**src/sv/assert_macros.svh**
```systemverilog
// assertion macros shared by the base64 codec rtl
// no dependencies; included by the modules that carry checks
`ifndef ASSERT_MACROS_SVH
`define ASSERT_MACROS_SVH

// property holds at every clock edge outside reset
`define ASSERT_ALWAYS(label, clk, rstn, expr, msg) \
    label: assert property (@(posedge clk) disable iff (!rstn) (expr)) else $error(msg);

// antecedent at one edge forces the consequent at the next edge
`define ASSERT_NEXT(label, clk, rstn, ante, cons, msg) \
    label: assert property (@(posedge clk) disable iff (!rstn) (ante) |=> (cons)) else $error(msg);

`endif

```
**src/sv/b64_pkg.sv**
```systemverilog
// shared types and constants of the base64 codec
// no dependencies; imported by front, queue, back and top level
`default_nettype none

package b64_pkg;

    // mode register codes
    localparam logic MODE_ENCODE = 1'b0;
    localparam logic MODE_DECODE = 1'b1;

    // one group worth of results, handed from front to back
    typedef struct packed {
        logic [31:0] payload;    // result k in bits [8k+7:8k]
        logic [1:0]  nres_m1;    // number of results minus one
        logic        data_valid; // 0 marks an empty end marker
        logic        last;       // group closes the message
        logic        stopped;    // decode input was cut
    } b64_job_t;

endpackage

`default_nettype wire

```
**src/sv/b64_front.sv**
```systemverilog
// front end: takes requests, gathers groups, builds result jobs
// depends on b64_pkg; pushes jobs into b64_queue
`default_nettype none
`include "assert_macros.svh"

module b64_front
    import b64_pkg::*;
(
    input  wire logic     aclk,
    input  wire logic     aresetn,
    input  wire logic     cfg_wr_en,
    input  wire logic     cfg_wr_data,
    input  wire logic     s_tvalid,
    output logic          s_tready,
    input  wire logic [7:0] in_byte,
    input  wire logic     in_last,
    input  wire logic     q_full,
    output logic          push,
    output b64_job_t      push_job
);

    localparam logic [7:0] PAD_CHAR = 8'h3D;

    // sextet to alphabet character
    function automatic logic [7:0] b64_char(input logic [5:0] s);
        logic [7:0] r;
        if (s < 6'd26) begin
            r = 8'h41 + {2'b00, s};
        end else if (s < 6'd52) begin
            r = 8'h61 + {2'b00, s} - 8'd26;
        end else if (s < 6'd62) begin
            r = 8'h30 + {2'b00, s} - 8'd52;
        end else if (s == 6'd62) begin
            r = 8'h2B;
        end else begin
            r = 8'h2F;
        end
        return r;
    endfunction

    // character to sextet, bit 6 flags a character outside the alphabet
    function automatic logic [6:0] b64_sextet(input logic [7:0] c);
        logic [6:0] r;
        if (c >= 8'h41 && c <= 8'h5A) begin
            r = {1'b0, 6'(c - 8'h41)};
        end else if (c >= 8'h61 && c <= 8'h7A) begin
            r = {1'b0, 6'(c - 8'h61 + 8'd26)};
        end else if (c >= 8'h30 && c <= 8'h39) begin
            r = {1'b0, 6'(c - 8'h30 + 8'd52)};
        end else if (c == 8'h2B) begin
            r = {1'b0, 6'd62};
        end else if (c == 8'h2F) begin
            r = {1'b0, 6'd63};
        end else begin
            r = 7'h40;
        end
        return r;
    endfunction

    logic        mode_reg, mode_next;
    logic [23:0] bits_reg, bits_next;
    logic [1:0]  count_reg, count_next;
    logic        halted_reg, halted_next;

    logic        accept;
    logic [23:0] enc_acc, dec_acc, dec_shift;
    logic [2:0]  enc_n1, dec_n1;
    logic [6:0]  sext;
    logic        sext_ok;
    logic        halted_new;

    assign s_tready = !q_full;
    assign accept   = s_tvalid && s_tready;

    // encode: place the byte into the group
    always_comb begin
        unique case (count_reg)
            2'd0: enc_acc = bits_reg | {in_byte, 16'h0000};
            2'd1: enc_acc = bits_reg | {8'h00, in_byte, 8'h00};
            2'd2: enc_acc = bits_reg | {16'h0000, in_byte};
            2'd3: enc_acc = bits_reg;
        endcase
    end
    assign enc_n1 = {1'b0, count_reg} + 3'd1;

    // decode: map the character and place its sextet
    assign sext       = b64_sextet(in_byte);
    assign sext_ok    = !halted_reg && !sext[6];
    assign halted_new = halted_reg || sext[6];
    always_comb begin
        unique case (count_reg)
            2'd0: dec_shift = {sext[5:0], 18'h0};
            2'd1: dec_shift = {6'h0, sext[5:0], 12'h0};
            2'd2: dec_shift = {12'h0, sext[5:0], 6'h0};
            2'd3: dec_shift = {18'h0, sext[5:0]};
        endcase
    end
    assign dec_acc = sext_ok ? (bits_reg | dec_shift) : bits_reg;
    assign dec_n1  = sext_ok ? ({1'b0, count_reg} + 3'd1) : {1'b0, count_reg};

    // job building and group state update
    always_comb begin
        mode_next   = mode_reg;
        bits_next   = bits_reg;
        count_next  = count_reg;
        halted_next = halted_reg;
        push        = 1'b0;
        push_job    = '0;

        priority if (cfg_wr_en) begin
            mode_next   = cfg_wr_data;
            bits_next   = '0;
            count_next  = '0;
            halted_next = 1'b0;
        end else if (accept && mode_reg == MODE_ENCODE) begin
            push_job.payload = {
                (enc_n1 >= 3'd3) ? b64_char(enc_acc[5:0])   : PAD_CHAR,
                (enc_n1 >= 3'd2) ? b64_char(enc_acc[11:6])  : PAD_CHAR,
                b64_char(enc_acc[17:12]),
                b64_char(enc_acc[23:18])
            };
            push_job.nres_m1    = 2'd3;
            push_job.data_valid = 1'b1;
            push_job.last       = in_last;
            push_job.stopped    = 1'b0;
            if (enc_n1 == 3'd3 || in_last) begin
                push       = 1'b1;
                bits_next  = '0;
                count_next = '0;
            end else begin
                bits_next  = enc_acc;
                count_next = enc_n1[1:0];
            end
        end else if (accept) begin
            push_job.payload    = {8'h00, dec_acc[7:0], dec_acc[15:8], dec_acc[23:16]};
            push_job.data_valid = 1'b1;
            push_job.last       = in_last;
            push_job.stopped    = halted_new;
            halted_next         = halted_new;
            if (dec_n1 == 3'd4) begin
                // full group of four sextets gives three bytes
                push                = 1'b1;
                push_job.nres_m1    = 2'd2;
                bits_next           = '0;
                count_next          = '0;
            end else begin
                bits_next  = dec_acc;
                count_next = dec_n1[1:0];
                if (in_last) begin
                    push = 1'b1;
                    if (dec_n1 >= 3'd2) begin
                        push_job.nres_m1 = 2'(dec_n1 - 3'd2);
                    end else begin
                        // nothing to flush: empty end marker
                        push_job.payload    = '0;
                        push_job.nres_m1    = 2'd0;
                        push_job.data_valid = 1'b0;
                    end
                end
            end
            if (in_last) begin
                bits_next   = '0;
                count_next  = '0;
                halted_next = 1'b0;
            end
        end
    end

    // group state registers
    always_ff @(posedge aclk) begin
        if (!aresetn) begin
            mode_reg   <= MODE_ENCODE;
            bits_reg   <= '0;
            count_reg  <= '0;
            halted_reg <= 1'b0;
        end else begin
            mode_reg   <= mode_next;
            bits_reg   <= bits_next;
            count_reg  <= count_next;
            halted_reg <= halted_next;
        end
    end

    // checks
    `ASSERT_NEXT(a_last_clears, aclk, aresetn, accept && in_last && !cfg_wr_en,
        count_reg == 2'd0 && !halted_reg && bits_reg == 24'h0, "group not cleared after last")
    `ASSERT_ALWAYS(a_halt_decode_only, aclk, aresetn, mode_reg == MODE_DECODE || !halted_reg,
        "halted set in encode mode")

endmodule

`default_nettype wire

```
**src/sv/b64_queue.sv**
```systemverilog
// short job queue between front and back, flip-flop storage
// depends on b64_pkg for the job type
`default_nettype none
`include "assert_macros.svh"

module b64_queue
    import b64_pkg::*;
#(
    parameter int DEPTH = 2
) (
    input  wire logic     aclk,
    input  wire logic     aresetn,
    input  wire logic     push,
    input  wire b64_job_t push_job,
    output logic          full,
    input  wire logic     pop,
    output logic          nonempty,
    output b64_job_t      head_job
);

    localparam int PTR_W = (DEPTH > 1) ? $clog2(DEPTH) : 1;
    localparam int CNT_W = $clog2(DEPTH + 1);

    b64_job_t           slot_reg [DEPTH];
    logic [PTR_W-1:0]   wr_ptr_reg, wr_ptr_next;
    logic [PTR_W-1:0]   rd_ptr_reg, rd_ptr_next;
    logic [CNT_W-1:0]   count_reg, count_next;

    assign full     = count_reg == CNT_W'(DEPTH);
    assign nonempty = count_reg != '0;
    assign head_job = slot_reg[rd_ptr_reg];

    // pointer and fill count update
    always_comb begin
        wr_ptr_next = wr_ptr_reg;
        rd_ptr_next = rd_ptr_reg;
        count_next  = count_reg;
        if (push) begin
            wr_ptr_next = (wr_ptr_reg == PTR_W'(DEPTH - 1)) ? '0 : wr_ptr_reg + 1'b1;
        end
        if (pop) begin
            rd_ptr_next = (rd_ptr_reg == PTR_W'(DEPTH - 1)) ? '0 : rd_ptr_reg + 1'b1;
        end
        unique case ({push, pop})
            2'b10:   count_next = count_reg + 1'b1;
            2'b01:   count_next = count_reg - 1'b1;
            default: count_next = count_reg;
        endcase
    end

    always_ff @(posedge aclk) begin
        if (!aresetn) begin
            wr_ptr_reg <= '0;
            rd_ptr_reg <= '0;
            count_reg  <= '0;
        end else begin
            wr_ptr_reg <= wr_ptr_next;
            rd_ptr_reg <= rd_ptr_next;
            count_reg  <= count_next;
        end
    end

    // job storage
    always_ff @(posedge aclk) begin
        if (push) begin
            slot_reg[wr_ptr_reg] <= push_job;
        end
    end

    // checks
    `ASSERT_ALWAYS(a_no_overflow, aclk, aresetn, !(push && full), "push into full queue")
    `ASSERT_ALWAYS(a_no_underflow, aclk, aresetn, !(pop && !nonempty), "pop from empty queue")

endmodule

`default_nettype wire

```
**src/sv/b64_back.sv**
```systemverilog
// back end: serializes queued jobs into single results with an output register
// depends on b64_pkg for the job type
`default_nettype none
`include "assert_macros.svh"

module b64_back
    import b64_pkg::*;
(
    input  wire logic     aclk,
    input  wire logic     aresetn,
    input  wire logic     q_nonempty,
    input  wire b64_job_t head_job,
    output logic          pop,
    output logic          m_tvalid,
    input  wire logic     m_tready,
    output logic [7:0]    out_byte,
    output logic          out_valid,
    output logic          out_last,
    output logic          out_stopped
);

    logic [1:0] idx_reg, idx_next;
    logic       tvalid_reg, tvalid_next;
    logic [7:0] byte_reg, byte_next;
    logic       valid_reg, last_reg, stopped_reg;
    logic       out_free, load, job_done;

    assign out_free = !tvalid_reg || m_tready;
    assign load     = q_nonempty && out_free;
    assign job_done = idx_reg == head_job.nres_m1;
    assign pop      = load && job_done;

    // pick the current result of the head job
    always_comb begin
        unique case (idx_reg)
            2'd0: byte_next = head_job.payload[7:0];
            2'd1: byte_next = head_job.payload[15:8];
            2'd2: byte_next = head_job.payload[23:16];
            2'd3: byte_next = head_job.payload[31:24];
        endcase
    end

    // result index and output valid
    always_comb begin
        idx_next    = idx_reg;
        tvalid_next = tvalid_reg;
        if (load) begin
            idx_next    = job_done ? 2'd0 : idx_reg + 2'd1;
            tvalid_next = 1'b1;
        end else if (m_tready) begin
            tvalid_next = 1'b0;
        end
    end

    always_ff @(posedge aclk) begin
        if (!aresetn) begin
            idx_reg    <= '0;
            tvalid_reg <= 1'b0;
        end else begin
            idx_reg    <= idx_next;
            tvalid_reg <= tvalid_next;
        end
    end

    // output payload register
    always_ff @(posedge aclk) begin
        if (load) begin
            byte_reg    <= byte_next;
            valid_reg   <= head_job.data_valid;
            last_reg    <= head_job.last && job_done;
            stopped_reg <= head_job.stopped;
        end
    end

    assign m_tvalid    = tvalid_reg;
    assign out_byte    = byte_reg;
    assign out_valid   = valid_reg;
    assign out_last    = last_reg;
    assign out_stopped = stopped_reg;

    // checks
    `ASSERT_ALWAYS(a_idx_in_job, aclk, aresetn, !q_nonempty || idx_reg <= head_job.nres_m1,
        "result index past end of job")
    `ASSERT_ALWAYS(a_idx_idle_zero, aclk, aresetn, q_nonempty || idx_reg == 2'd0,
        "result index not reset between jobs")

endmodule

`default_nettype wire

```
**src/sv/base64_codec_core.sv**
```systemverilog
// base64 codec top level: front end, job queue, back end; uses b64_pkg
// path: each pushed job passes through the queue and then the back end output register to m_
// throughput: one input per cycle while the queue has room; one result per cycle while
// m_tready is high, set by the back end serializer; four results per three encode inputs
// reset: synchronous active-low aresetn clears mode to encode, group state, queue and output valid
`default_nettype none

module base64_codec_core
    import b64_pkg::*;
#(
    parameter int QUEUE_DEPTH = 2  // jobs between front and back, 2 to 8
) (
    input  wire logic       aclk,
    input  wire logic       aresetn,
    input  wire logic       cfg_wr_en,
    input  wire logic       cfg_wr_data,   // mode
    input  wire logic       s_tvalid,
    output logic            s_tready,
    input  wire logic [7:0] s_tdata,       // [7:0] in_byte
    input  wire logic       s_tlast,
    output logic            m_tvalid,
    input  wire logic       m_tready,
    output logic [7:0]      m_tdata,       // [7:0] out_byte
    output logic [1:0]      m_tuser,       // [0] out_valid, [1] stopped
    output logic            m_tlast
);

    logic     q_full, q_nonempty, push, pop;
    b64_job_t push_job, head_job;
    logic     out_valid, out_stopped;

    b64_front u_front (
        .aclk        (aclk),
        .aresetn     (aresetn),
        .cfg_wr_en   (cfg_wr_en),
        .cfg_wr_data (cfg_wr_data),
        .s_tvalid    (s_tvalid),
        .s_tready    (s_tready),
        .in_byte     (s_tdata),
        .in_last     (s_tlast),
        .q_full      (q_full),
        .push        (push),
        .push_job    (push_job)
    );

    b64_queue #(
        .DEPTH (QUEUE_DEPTH)
    ) u_queue (
        .aclk     (aclk),
        .aresetn  (aresetn),
        .push     (push),
        .push_job (push_job),
        .full     (q_full),
        .pop      (pop),
        .nonempty (q_nonempty),
        .head_job (head_job)
    );

    b64_back u_back (
        .aclk        (aclk),
        .aresetn     (aresetn),
        .q_nonempty  (q_nonempty),
        .head_job    (head_job),
        .pop         (pop),
        .m_tvalid    (m_tvalid),
        .m_tready    (m_tready),
        .out_byte    (m_tdata),
        .out_valid   (out_valid),
        .out_last    (m_tlast),
        .out_stopped (out_stopped)
    );

    assign m_tuser = {out_stopped, out_valid};

endmodule

`default_nettype wire
```
**config.mk**
```make
export PLATFORM = sky130hd
export DESIGN_NAME = base64_codec_core
export DESIGN_NICKNAME = d
export VERILOG_FILES = /design/src/sv/b64_pkg.sv /design/src/sv/b64_front.sv /design/src/sv/b64_queue.sv /design/src/sv/b64_back.sv /design/src/sv/base64_codec_core.sv
export VERILOG_INCLUDE_DIRS = /design/src /design/src/sv
export SDC_FILE = /design/constraint.sdc
export NUM_CORES = 1
export LEC_CHECK = 0
export ABC_AREA = 1
export BUFFER_PORTS_ARGS = -buffer_cell sky130_fd_sc_hd__buf_2
export CAP_MARGIN = 20
export CORE_AREA = 2 2 119 121
export CTS_CLUSTER_SIZE = 10
export DETAILED_ROUTE_END_ITERATION = 6
export DIE_AREA = 0 0 121 123
export PLACE_DENSITY_LB_ADDON = 0.12
export SLEW_MARGIN = 20
export SYNTH_ARGS = -nofsm -noshare
export SYNTH_HDL_FRONTEND = slang
export SYNTH_SLANG_ARGS = --single-unit
```
**constraint.sdc**
```tcl
create_clock -name aclk -period 6.8 [get_ports aclk]
set_input_delay 0.68 -clock aclk [delete_from_list [all_inputs] [get_ports aclk]]
set_output_delay 0.68 -clock aclk [all_outputs]
set_load 0.1 [all_outputs]
```
==> reports/qor.json <==
{
  "outcome": {
    "outcome": "finished, final reports clean"
  },
  "sta": {
    "maxClockFrequency_ghz": 0.246,
    "min_period_over_period_pct": 59.8,
    "timing.final.crit_period_ns": 4.07,
    "timing.final.max_slew_violations": 0,
    "finalClockSkew_ns": 0.0118,
    "setup_viol": 0,
    "tightest_pin_transition_ns": 0.784,
    "max_transition_margin_pct": 47.2,
    "timing.setup.tns_ns": 0,
    "rsz0062_at_grt": "false",
    "report.final.hold_viol_count": 0
  },
  "setup_path": {
    "cp.required_ns": 6.96,
    "path_delay_family": "simple AND/OR/NAND/NOR gates",
    "type_of_element_capturing_the_critical_path": "register",
    "worstReg2RegEnd": "u_queue.slot_reg[0][25]",
    "timing_worst_setup_path_type": "register to register",
    "critical_path_arrival_ns": 4.23,
    "crit_chain": "inv_1, ha_1, inv_2, nand3_2, nand2_1, inv_1, ha_1, nand2_1, clkinv_1, nor2_1, inv_1, nand3_1, o21ai_0, nand2_1, nand3_1, o21ai_0, nor2_1",
    "r2r_slack_ns": 2.73,
    "crit_path_max_fanout": 24,
    "slowest_cp_cell": "sky130_fd_sc_hd__nand3_2",
    "regToRegStartpoint": "u_front.count_reg[0]",
    "crit_path_start_kind": "register",
    "worst_r2r_path_depth": 17,
    "critical-path-max-stage-delay_ns": 0.47,
    "cp_num_buf_inv": 5
  },
  "synthesis": {
    "yosys.area.top_type": "sky130_fd_sc_hd__edfxtp_1",
    "synth_cells": 1162,
    "avg_inst_size_synth_um2": 7.43,
    "synth.yosys.seq_area_share_pct": 37.9,
    "ys_ff_latch": 121,
    "synthTopCellsByArea": "sky130_fd_sc_hd__edfxtp_1, sky130_fd_sc_hd__nand2_1, sky130_fd_sc_hd__ha_1, sky130_fd_sc_hd__dfxtp_1, sky130_fd_sc_hd__o21ai_0",
    "yosysTopAreaCellShare_pct": 29.6,
    "synth_cell_type_count": 44,
    "syn-cell-area_mm2": 0.00864,
    "synth_nets": 1236,
    "synthesis.yosys.warnings": 0
  },
  "power": {
    "total_power_mw": 2.24,
    "power.density_cell_area_mw_per_mm2": 240,
    "vdd_ir_drop_max_mv": 0.157,
    "static-leakage-power_nw": 4.04
  },
  "placement": {
    "port_buffers": 27,
    "detailed_place.area_mm2": 0.00881,
    "placer_s_final_routability_congestion_estimate": 0.935,
    "dp_cells": 1334,
    "hpwl_um": 16800
  },
  "cts": {
    "numClockSinks": 121,
    "htree_levels": 4,
    "clk_path_buf_depth": 2,
    "post_cts_hold_buffer_count": 0,
    "clk_root_buffer_cell": "sky130_fd_sc_hd__clkbuf_16",
    "cts_tree": "done",
    "worstSkewPairLatency_ns": 0.43,
    "numCtsBuffers": 17,
    "postCtsSetupBuffers": 0,
    "post_cts_resized": 0,
    "clk_transition_reported_paths_ns": 0.06
  },
  "global_routing": {
    "first_global_vias": 7401,
    "grt-busiest-layer": "met2",
    "grt_first_pass_wirelength_um": 37100,
    "largest_net_degree_at_the_start_of_global_routing": 38,
    "gr_ovfl_total": 0,
    "antenna_found_initial": 0,
    "grt_util_met2_pct": 53.3,
    "grt.met3_usage_pct": 7.06,
    "grt_use_total_pct": 32.1,
    "grt_util_met1_pct": 40.7
  },
  "min_path": {
    "timing.hold.worst_endpoint": "u_queue.count_reg[1]",
    "hold_path_depth": 1,
    "timing.hold.worst.start": "u_queue.count_reg[1]",
    "hold_path.class": "register to register"
  },
  "cells_and_area": {
    "fin_cells": 1367,
    "ff_latch_area_mm2": 0.00327,
    "post_route_cells_drive_above_1_share_pct": 9.18,
    "fillCellCount": 1173,
    "multiInputGateArea_mm2": 0.00465,
    "largest_reg_flops": 74,
    "nets": 1248,
    "stdcell_area_mm2": 0.00936,
    "antennaDiodeCount": 0,
    "area_growth_from_synthesis_to_final_layout_pct": 8.40
  },
  "floorplanning": {
    "die_w_um": 121,
    "die-area_mm2": 0.0149,
    "row_count": 43,
    "floorplan.die.height_um": 123,
    "placeableCoreArea_mm2": 0.0136,
    "initial_core_util_pct": 63.5,
    "boundary_pins": 28
  },
  "route": {
    "vias": 8089,
    "detail_route.wirelength_um": 23300,
    "postRouteAntennaNets": 0,
    "avgViaCountPerCell": 5.92,
    "drc": 0,
    "routed_wire_per_std_cell_um": 17.0,
    "first_pass_iters": 5,
    "dr.first_iter.drc_count": 806
  },
  "job": {
    "max_cap_viol_count": 0
  }
}
[per-layer routing]
layer  up-vias  share of wire (%)
li1       3934                  -
met1      3675                 41
met2       401                 47
met3        79                8.6
met4         0                3.6
met5         -                  0
[logic make-up (layout without fill, tap and decap cells)]
group           after synthesis  in the layout  share of synthesized area [%]
buf+inv                     170            195                           8.32
flops                       121            121                           37.9
compound gates              273            273                           17.1
fa+ha+maj                    59             59                           8.55
simple gates                519            519                           26.1
xor+xnor                     20             20                           2.03
[synthesized netlist by cell type (all sizes together)]
library cell,count
buf,17
o211ai,14
nand2,298
ha,59
nor3,3
o22ai,9
edfxtp,85
o221ai,1
clkbuf,23
nor2,90
nand3b,7
o21a,3
inv,128
nand3,109
nand4,8
nand2b,1
o311a,1
or2,3
o21ai,124
o31ai,1
o21bai,8
a21oi,109
xor2,19
clkinv,2
dfxtp,36
a31oi,3
xnor2,1
[cells in the final DEF (no fill, tap or decap), types with 8 or more instances in the layout]
cell type / count
sky130_fd_sc_hd__nand3_1: 104
sky130_fd_sc_hd__o211ai_1: 14
sky130_fd_sc_hd__a21oi_1: 108
sky130_fd_sc_hd__dfxtp_1: 36
sky130_fd_sc_hd__ha_1: 59
sky130_fd_sc_hd__o21ai_1: 10
sky130_fd_sc_hd__o21ai_0: 113
sky130_fd_sc_hd__nand2_2: 9
sky130_fd_sc_hd__o21bai_1: 8
sky130_fd_sc_hd__clkbuf_16: 17
sky130_fd_sc_hd__inv_2: 15
sky130_fd_sc_hd__xor2_1: 19
sky130_fd_sc_hd__inv_1: 112
sky130_fd_sc_hd__o22ai_1: 9
sky130_fd_sc_hd__nor2_1: 85
sky130_fd_sc_hd__buf_2: 27
sky130_fd_sc_hd__nand2_1: 286
sky130_fd_sc_hd__edfxtp_1: 85
[worst max-delay path by stage]
stage                               from                 endpoint  slack, ns  cells after the start
finish              u_front.count_reg[0]  u_queue.slot_reg[0][25]       2.73                     17
global route        u_front.count_reg[0]  u_queue.slot_reg[0][25]       2.38                     17
CTS                 u_front.count_reg[0]  u_queue.slot_reg[1][33]       2.87                     17
detailed placement  u_front.count_reg[0]  u_queue.slot_reg[0][33]       2.86                     17
global placement    u_front.count_reg[0]  u_queue.slot_reg[0][33]       3.00                     17
floorplan                     s_tdata[3]   u_queue.slot_reg[0][0]       2.80                     13
[final cells by class]
class,count,share of cell area [%]
Inverter,130,5.24
Multi-Input combinational cell,871,49.7
Timing Repair Buffer,33,2.06
Clock buffer,17,4.54
Tap cell,180,2.41
Sequential cell,121,35.0
Clock inverter,15,1.10
[where the power goes]
| part | switching [mW] | internal, mW | total (mW) |
|---|---|---|---|
| logic | 0.429 | 0.142 | 0.571 |
| registers | 0.0223 | 0.840 | 0.863 |
| clock network | 0.347 | 0.463 | 0.810 |
[through the flow]
stage / setup slack [ns] / hold WS [ns] / utilization [%]
3_3_place_gp: 3.00 / 0.471 / 64.8
5_1_grt: 2.38 / 0.512 / 68.8
3_5_place_dp: 2.86 / 0.476 / 64.8
4_1_cts: 2.87 / 0.483 / 68.6
2_1_floorplan: 2.80 / 0.443 / -
6_report: 2.73 / 0.483 / 68.8
(Power assumes the default switching activity.)
